### src/hw/rtl/multi_policy_ready_queue_scheduler_top_assert.svh
// assertion macros for the scheduler
`ifndef MULTI_POLICY_READY_QUEUE_SCHEDULER_TOP_ASSERT_SVH
`define MULTI_POLICY_READY_QUEUE_SCHEDULER_TOP_ASSERT_SVH
// implication checked on every clock edge outside reset
`define MPRQ_ASSERT_IMP(lbl, a, c) \
  lbl: assert property (@(posedge clk) disable iff (rst) (a) |-> (c)) else $error("lbl");
// implication whose consequent is checked in the next cycle
`define MPRQ_ASSERT_NXT(lbl, a, c) \
  lbl: assert property (@(posedge clk) disable iff (rst) (a) |=> (c)) else $error("lbl");
`endif

### src/hw/rtl/mprq_pkg.sv
// ---------------------------------------------------------------------------
// mprq_pkg
// types and constants of the multi-policy ready queue scheduler
// ---------------------------------------------------------------------------
package mprq_pkg;
  localparam int DEFAULT_DEPTH = 16;
  localparam logic [2:0] K_ADD = 3'd0, K_DONE = 3'd1, K_TICK = 3'd2,
                         K_DOWN = 3'd3, K_UP = 3'd4;
  localparam logic [2:0] POL_SJF = 3'd1, POL_PRI = 3'd2, POL_FAST = 3'd4;
  localparam logic [1:0] ADDR_POLICY = 2'd0;

  typedef struct packed {
    logic [7:0] id;
    logic [7:0] spd;
    logic [7:0] pri;
  } entry_t;

  // command sent to every cell of a queue in the same cycle
  typedef struct packed {
    logic       push;     // write push_e at tail
    logic       remove;   // delete at rm_pos, shift up
    logic       age;      // decrement priorities
    entry_t     push_e;
  } qcmd_t;

  typedef enum logic [2:0] {S_IDLE, S_SCAN, S_PICK, S_APPLY, S_OUT} state_t;
endpackage

### src/hw/rtl/mprq_cell.sv
// ---------------------------------------------------------------------------
// mprq_cell
// one queue slot: holds an entry, shifts from its neighbor on removal
// ---------------------------------------------------------------------------
module mprq_cell import mprq_pkg::*; (
  input  logic   clk,
  input  qcmd_t  cmd,
  input  logic   at_tail,    // this slot is the push position
  input  logic   shift,      // at or after the removal point
  input  entry_t from_next,
  output entry_t e
);
  entry_t base;
  always_comb begin
    base = shift ? from_next : e;
    if (cmd.push && at_tail) base = cmd.push_e;
    if (cmd.age && base.pri != 8'd0) base.pri = base.pri - 8'd1;
  end
  always_ff @(posedge clk) begin
    e <= base;
  end
endmodule

### src/hw/rtl/mprq_queue.sv
// ---------------------------------------------------------------------------
// mprq_queue
// chain of cells with a fill count; search result is registered
// ---------------------------------------------------------------------------
module mprq_queue import mprq_pkg::*; #(
  parameter int DEPTH = DEFAULT_DEPTH,
  localparam int IW = $clog2(DEPTH),
  localparam int CW = $clog2(DEPTH + 1)
) (
  input  logic          clk,
  input  logic          rst,
  input  qcmd_t         cmd,
  input  logic [IW-1:0] rm_pos,
  input  logic [7:0]    find_id,
  output logic          found,
  output logic [IW-1:0] found_pos,
  output entry_t        entries [DEPTH],
  output logic [CW-1:0] used
);
  entry_t nxt [DEPTH];
  logic [DEPTH-1:0] hit;
  logic [IW-1:0] first_pos;
  genvar g;
  for (g = 0; g < DEPTH; g++) begin : g_cell
    logic shift, tail;
    assign shift = cmd.remove && (IW'(g) >= rm_pos);
    assign tail = cmd.remove ? (CW'(g) == used - CW'(1)) : (CW'(g) == used);
    if (g == DEPTH - 1) begin : g_end
      assign nxt[g] = entries[g];
    end else begin : g_mid
      assign nxt[g] = entries[g+1];
    end
    mprq_cell u_cell (.clk(clk), .cmd(cmd), .at_tail(tail), .shift(shift),
                      .from_next(nxt[g]), .e(entries[g]));
    assign hit[g] = (CW'(g) < used) && (entries[g].id == find_id);
  end

  always_ff @(posedge clk) begin
    if (rst) begin
      used <= '0;
    end else begin
      used <= used + CW'(cmd.push) - CW'(cmd.remove);
    end
  end

  // first match
  always_comb begin
    first_pos = '0;
    for (int i = DEPTH - 1; i >= 0; i--) if (hit[i]) first_pos = IW'(i);
  end

  always_ff @(posedge clk) begin
    found <= |hit;
    found_pos <= first_pos;
  end
endmodule

### src/hw/rtl/multi_policy_ready_queue_scheduler_top.sv
// sequence: a request passes scan, apply and output; a done that leaves ready
// entries also walks them for owner selection (pick) between apply and output
// a new request is accepted only in idle, once the result has been taken, so
// owner selection and output stalls hold off the next request
// reset: synchronous, clears counts, owner and policy; entries stay undefined
// ---------------------------------------------------------------------------
// multi_policy_ready_queue_scheduler_top
// ready/waiting queue scheduler with fifo, fastest and priority policies
// ---------------------------------------------------------------------------
`include "multi_policy_ready_queue_scheduler_top_assert.svh"
module multi_policy_ready_queue_scheduler_top import mprq_pkg::*; #(
  parameter int QUEUE_DEPTH = DEFAULT_DEPTH,
  localparam int IW = $clog2(QUEUE_DEPTH),
  localparam int CW = $clog2(QUEUE_DEPTH + 1)
) (
  input  logic        clk,
  input  logic        rst,
  input  logic        s_tvalid,
  output logic        s_tready,
  input  logic [23:0] s_tdata,   // client_id, speed, priority_req
  input  logic [2:0]  s_tuser,   // kind
  output logic        m_tvalid,
  input  logic        m_tready,
  output logic [23:0] m_tdata,   // owner_id, ready_count, waiting_count, pad
  output logic [1:0]  m_tuser,   // owner_valid, rejected
  input  logic        psel,
  input  logic        penable,
  input  logic        pwrite,
  input  logic [1:0]  paddr,
  input  logic [31:0] pwdata,
  output logic [31:0] prdata,
  output logic        pready
);
  logic [2:0] policy;
  state_t state, state_next;
  logic [2:0] kind;
  entry_t item;
  logic [7:0] owner;
  logic owner_p, rej;
  logic [IW-1:0] best, scan_i;
  qcmd_t rcmd, wcmd;
  logic [IW-1:0] rrm, wrm;
  logic [7:0] rfind;
  logic rfound, wfound;
  logic [IW-1:0] rpos, wpos;
  entry_t rent [QUEUE_DEPTH];
  entry_t went [QUEUE_DEPTH];
  logic [CW-1:0] rused, wused;
  logic pick_do, pick_last;

  assign pready = 1'b1;
  assign prdata = (paddr == ADDR_POLICY) ? {29'd0, policy} : 32'd0;
  always_ff @(posedge clk) begin
    if (rst) policy <= '0;
    else if (psel && penable && pwrite && paddr == ADDR_POLICY) policy <= pwdata[2:0];
  end

  // tick searches for the owner; every other kind searches for the request id
  assign rfind = (kind == K_TICK) ? owner : item.id;

  mprq_queue #(.DEPTH(QUEUE_DEPTH)) u_rq (.clk(clk), .rst(rst), .cmd(rcmd),
    .rm_pos(rrm), .find_id(rfind), .found(rfound), .found_pos(rpos),
    .entries(rent), .used(rused));
  mprq_queue #(.DEPTH(QUEUE_DEPTH)) u_wq (.clk(clk), .rst(rst), .cmd(wcmd),
    .rm_pos(wrm), .find_id(item.id), .found(wfound), .found_pos(wpos),
    .entries(went), .used(wused));

  // done: APPLY removes, then PICK scans the shortened queue (order S_SCAN->
  // S_APPLY->S_PICK->S_OUT); other kinds skip PICK
  assign pick_do = (kind == K_DONE);
  assign pick_last = (CW'(scan_i) + CW'(1) >= rused);

  always_comb begin
    state_next = state;
    unique case (state)
      S_IDLE:  if (s_tvalid) state_next = S_SCAN;
      S_SCAN:  state_next = S_APPLY;
      S_APPLY: state_next = (pick_do && rused - CW'(rfound) != '0) ? S_PICK : S_OUT;
      S_PICK:  if (pick_last) state_next = S_OUT;
      S_OUT:   if (m_tready) state_next = S_IDLE;
      default: state_next = S_IDLE;
    endcase
  end
  always_ff @(posedge clk) begin
    if (rst) state <= S_IDLE;
    else state <= state_next;
  end
  assign s_tready = (state == S_IDLE);
  assign m_tvalid = (state == S_OUT);

  // queue commands during APPLY, aging at the end of PICK under the priority policy
  always_comb begin
    rcmd = '0; wcmd = '0; rrm = rpos; wrm = wpos;
    rcmd.push_e = item; wcmd.push_e = item;
    if (state == S_APPLY) begin
      unique case (kind)
        K_ADD: rcmd.push = (rused < CW'(QUEUE_DEPTH));
        K_DONE: begin rcmd.remove = rfound; wcmd.remove = wfound; end
        K_TICK: if (rused != '0 && owner_p && rfound) begin
          rcmd.remove = 1'b1; rcmd.push = 1'b1; rcmd.push_e = rent[rpos];
        end
        K_DOWN: if (!wfound && wused < CW'(QUEUE_DEPTH)) begin
          wcmd.push = 1'b1;
          if (rfound) begin rcmd.remove = 1'b1; wcmd.push_e = rent[rpos]; end
        end
        K_UP: if (rused == '0) begin
          wcmd.remove = wfound;
        end else if (!rfound && rused < CW'(QUEUE_DEPTH)) begin
          rcmd.push = 1'b1;
          if (wfound) begin wcmd.remove = 1'b1; rcmd.push_e = went[wpos]; end
        end
        default: ;
      endcase
    end
    if (state == S_PICK && pick_last && policy == POL_PRI) rcmd.age = 1'b1;
  end

  // sequential selection walk, one cell per cycle
  logic better;
  always_comb begin
    if (policy == POL_SJF || policy == POL_FAST) better = rent[scan_i].spd > rent[best].spd;
    else if (policy == POL_PRI) better = rent[scan_i].pri < rent[best].pri;
    else better = 1'b0;
  end
  logic [IW-1:0] best_now;
  assign best_now = better ? scan_i : best;

  always_ff @(posedge clk) begin
    if (rst) begin
      owner <= '0; owner_p <= 1'b0;
    end else if (state == S_APPLY) begin
      unique case (kind)
        K_ADD: if (rused < CW'(QUEUE_DEPTH) && !owner_p) begin
          owner_p <= 1'b1; owner <= item.id;
        end
        K_DONE: if (rused - CW'(rfound) == '0) begin
          owner_p <= 1'b0; owner <= '0;
        end
        K_TICK: if (rused != '0) begin
          owner_p <= 1'b1;
          owner <= (owner_p && rfound && rpos == '0 && rused > CW'(1)) ? rent[1].id
                                                                       : rent[0].id;
        end
        K_UP: if (rused == '0) begin owner_p <= 1'b1; owner <= item.id; end
        default: ;
      endcase
    end else if (state == S_PICK && pick_last) begin
      // last step of pick uses the combined best
      owner_p <= 1'b1; owner <= rent[best_now].id;
    end
  end

  always_ff @(posedge clk) begin
    if (state == S_APPLY) begin
      scan_i <= '0; best <= '0;
    end else if (state == S_PICK) begin
      best <= best_now;
      if (!pick_last) scan_i <= scan_i + IW'(1);
    end
  end

  always_ff @(posedge clk) begin
    if (s_tvalid && s_tready) begin
      kind <= s_tuser; item.id <= s_tdata[7:0];
      item.spd <= s_tdata[15:8]; item.pri <= s_tdata[23:16];
    end
    if (state == S_APPLY) begin
      unique case (kind)
        K_ADD:  rej <= (rused >= CW'(QUEUE_DEPTH));
        K_DOWN: rej <= !wfound && wused >= CW'(QUEUE_DEPTH);
        K_UP:   rej <= rused != '0 && !rfound && rused >= CW'(QUEUE_DEPTH);
        default: rej <= 1'b0;
      endcase
    end
  end

  assign m_tdata = {6'd0, 5'(wused), 5'(rused), owner_p ? owner : 8'd0};
  assign m_tuser = {rej, owner_p};

  `MPRQ_ASSERT_IMP(a_cnt, 1'b1, rused <= CW'(QUEUE_DEPTH) && wused <= CW'(QUEUE_DEPTH))
  `MPRQ_ASSERT_IMP(a_own, !owner_p, owner == 8'd0 || state != S_OUT)
  `MPRQ_ASSERT_NXT(a_out, m_tvalid && !m_tready, m_tvalid)
endmodule

### config.mk
export PLATFORM = sky130hd
export DESIGN_NAME = multi_policy_ready_queue_scheduler_top
export DESIGN_NICKNAME = d
export VERILOG_FILES = /design/src/hw/rtl/mprq_pkg.sv /design/src/hw/rtl/mprq_cell.sv /design/src/hw/rtl/mprq_queue.sv /design/src/hw/rtl/multi_policy_ready_queue_scheduler_top.sv
export VERILOG_INCLUDE_DIRS = /design/src /design/src/hw/rtl
export SDC_FILE = /design/constraint.sdc
export NUM_CORES = 2
export LEC_CHECK = 0
export CAP_MARGIN = 20
export CORE_AREA = 2 2 383 385
export CTS_BUF_LIST = sky130_fd_sc_hd__clkbuf_8
export DETAILED_ROUTE_END_ITERATION = 10
export DIE_AREA = 0 0 385 387
export DONT_BUFFER_PORTS = 1
export PLACE_DENSITY_LB_ADDON = 0.05
export SLEW_MARGIN = 20
export SYNTH_ARGS = -nofsm -noshare
export SYNTH_HDL_FRONTEND = slang
export SYNTH_HIERARCHICAL = 1
export SYNTH_SLANG_ARGS = --single-unit
### constraint.sdc
create_clock -name clk -period 19.3 [get_ports clk]
set_clock_uncertainty 0.1 [all_clocks]
set_input_delay 3.86 -clock clk [delete_from_list [all_inputs] [get_ports clk]]
set_output_delay 3.86 -clock clk [all_outputs]
set_load 0.1 [all_outputs]
==> impl_metrics.csv <==
group,metric,value,unit
run,maxCapViolations,0,
synth,synth_seq_area_share,0.342,
die,num_io_pins,129,
worst_setup_path,cp_slowest_stage_delay,0.80,ns
synth,synth_top_family_by_area,"multiplexers",
synth,async_flop_share,0,
die,die_h,387,um
route,drt_wl_total,247,mm
synth,yosys_most_used_dff,"edfxtp_1",
min_path,hold_path_class,"reg -> reg",
sta,fin_crit_sh,0.455,
status,status,"finished, final reports clean",
route,avgRoutedWirePerCell,28.7,um
worst_setup_path,crit_slowest_cell,"and2_1",
die,num_rows,140,
synth,synth.distinct_cells,85,
synth,avgSynthCellArea,9.84,um2
die,die_width,385,um
route,dr_wl_met2,113,mm
synth,synth-edff-count,540,
route,wirelength_met1,104,mm
grt,groute.usage.overall,0.324,
grt,grt_first_pass_wirelength,359,mm
grt,grt.overflow.total,0,
placed_design,placed_area,66800,um2
synth,netlist_instances,6598,
cells_and_area,syn2layout_area_growth,8.38,%
grt,grt_max_degree,81,
cts,cts_hold_buf,0,
cts,clock_latency,0.93,ns
grt,grt_pass1_vias,51364,
worst_setup_path,end_kind,"output port",
worst_setup_path,path_cells,"nor2_1, and2_1",
worst_setup_path,cp_top_family,"simple AND/OR/NAND/NOR gates",
route,via_per_inst,6.27,
sta,fin_tns_setup,0,ns
synth,synth_top_cells_by_count,"1292 x nand2_1, 660 x nand3_1, 540 x edfxtp_1",
synth,synth-simple-area-share,0.210,
sta,fin_crit,8.78,ns
cells_and_area,drive_gt1_frac,0.187,
sta,tightest_slew,1.15,ns
cts,cts-root-buf,"clkbuf_8",
placed_design,dp_hpwl,175,mm
die,core_area,145000,um2
route,wl_met3,21.7,mm
synth,synth_mux_area_frac,0.251,
placed_design,place.gp.congestion,0.919,
route,drc,0,
die,fp.dieArea,149000,um2
cts,cts_tree,"yes",
synth,synth_most_common_cell,"nand2_1",
cts,post_cts_buffers,0,
route,firstDrtPassIters,6,
sta,hold_viol,0,
synth,synth_compound_area_frac,0.0861,
route,detail_route.iter0.violations,6300,
cts,post_cts_resized,0,
synth,yosysTopAreaCell,"edfxtp_1",
cts,htreeDepth,4,
route,ant_nets,0,
die,initial_core_util,0.448,
route,num_vias,54096,
synth,syn-cell-area,64900,um2
worst_setup_path,crit_buf_inv,0,
synth,synth_area_leaders,"edfxtp_1 25%, mux4_2 11%, dfxtp_1 9.2%, nand2_1 7.5%, mux2i_1 7.2%",
synth,ys_warn_count,6,
cts,clockBufferDepth,3,
worst_setup_path,critical_path_required,15.34,ns
placed_design,port_buffers,0,
cells_and_area,nets,6743,
power,p_leak,0.0251,uW
sta,max_freq,114,MHz
synth,synthAdderAreaFrac,0.0226,
power,p_per_area,87.4,nW/um2
cells_and_area,fin_area,70300,um2
sta,maxSlewHeadroom,0.218,
cts,clkTransAtPathRegs,0.07,ns
grt,antenna_found_initial,19,
worst_setup_path,critical_path_class,"in -> out",
cts,cts-buffers-inserted,168,
synth,synth_top_area_share,0.250,
route,routed.top_layer,"met5",
worst_setup_path,crit_fanout,4,
synth,synth-seq-cells,839,
sta,setup_viol,0,
sta,rsz0062_at_grt,"false",
synth,synth_xor_area_frac,0.0459,
worst_setup_path,crit_arrival,4.82,ns
cts,clock-sinks,839,
worst_setup_path,cp-start-kind,"input port",
sta,drv_slew,0,
cells_and_area,nFillCells,13410,
power,peakVddDrop,174,uV
==> power by group <==
part / switching (uW) / total (uW) / leakage, uW / internal, uW
sequential: 269 / 2320 / 0.00633 / 2050
combinational: 1140 / 1910 / 0.0168 / 773
clock: 896 / 1910 / 0.00196 / 1020
==> final cells by class <==
class	count	area (um2)	area share
tap	1917	2400	0.0341
clock buffer	194	2670	0.0380
timing repair buffer	153	1230	0.0175
inverter	71	267	0.00379
clock inverter	116	753	0.0107
multi-input combinational	5326	40800	0.579
antenna	5	12.5	0.000178
sequential	839	22200	0.316
==> worst paths after layout <==
| path | end | slack, ns | cells past startpoint | from |
|---|---|---|---|---|
| max reg2reg | u_rq/g_cell[12].u_cell/e[1] | 11.29 | 19 | kind[0] |
| min | state[1] | 0.42 | 1 | state[2] |
| max | prdata[0] | 10.52 | 2 | paddr[1] |
| min reg2reg | state[1] | 0.42 | 1 | state[2] |
==> routing by layer <==
metal	GRT usage	vias up
met3	0.0621	446
met1	0.448	26916
met5	0	-
met2	0.510	2567
li1	-	24153
met4	0.106	14
==> cells in the final DEF, fill, tap and decap left out, types with 44 or more instances in the layout <==
cell type / count
conb_1: 116
nand4_1: 78
edfxtp_1: 540
xor2_1: 161
o21ai_1: 116
xnor2_1: 168
clkbuf_8: 194
o21ai_0: 116
nor2_1: 285
mux2_4: 129
a21o_1: 73
ha_1: 114
inv_1: 123
nor3_1: 88
mux4_2: 323
nand2_1: 1290
dfxtp_1: 277
nand3_1: 660
a21oi_1: 195
mux2i_1: 464
mux2i_4: 66
buf_4: 148
mux2_2: 46
and2_1: 44
==> stage by stage <==
stage	power (uW)	hold slack [ns]	instances	setup WS, ns	utilization
CTS	6140	0.423	8613	10.52	0.485
finish	6150	0.424	8621	10.52	0.486
global placement	4200	0.413	8303	10.54	0.461
floorplan	3670	0.333	6712	4.02	-
detailed placement	4220	0.410	8303	10.52	0.461
global route	6420	0.444	8617	10.45	0.485
==> sequential cells by signal, summed over array words and instances, names as in the netlist <==
signal	flops
best	4
item	24
kind	3
owner	8
owner_p	1
policy	3
rej	1
scan_i	4
state	3
u_rq/found	1
u_rq/found_pos	4
u_rq/g_cell.u_cell/e	384
u_rq/used	5
u_wq/found	1
u_wq/found_pos	4
u_wq/g_cell.u_cell/e	384
u_wq/used	5
==> cell families (layout without fill, tap and decap cells) <==
group           after synthesis  in the layout
compound gates              858            858
xor+xnor                    335            335
fa+ha+maj                   116            116
buf+inv                     547            534
flops                       839            839
mux                        1062           1062
other cells                   2            121
simple gates               2839           2839
No activity file was read; power rests on OpenSTA's default activity.
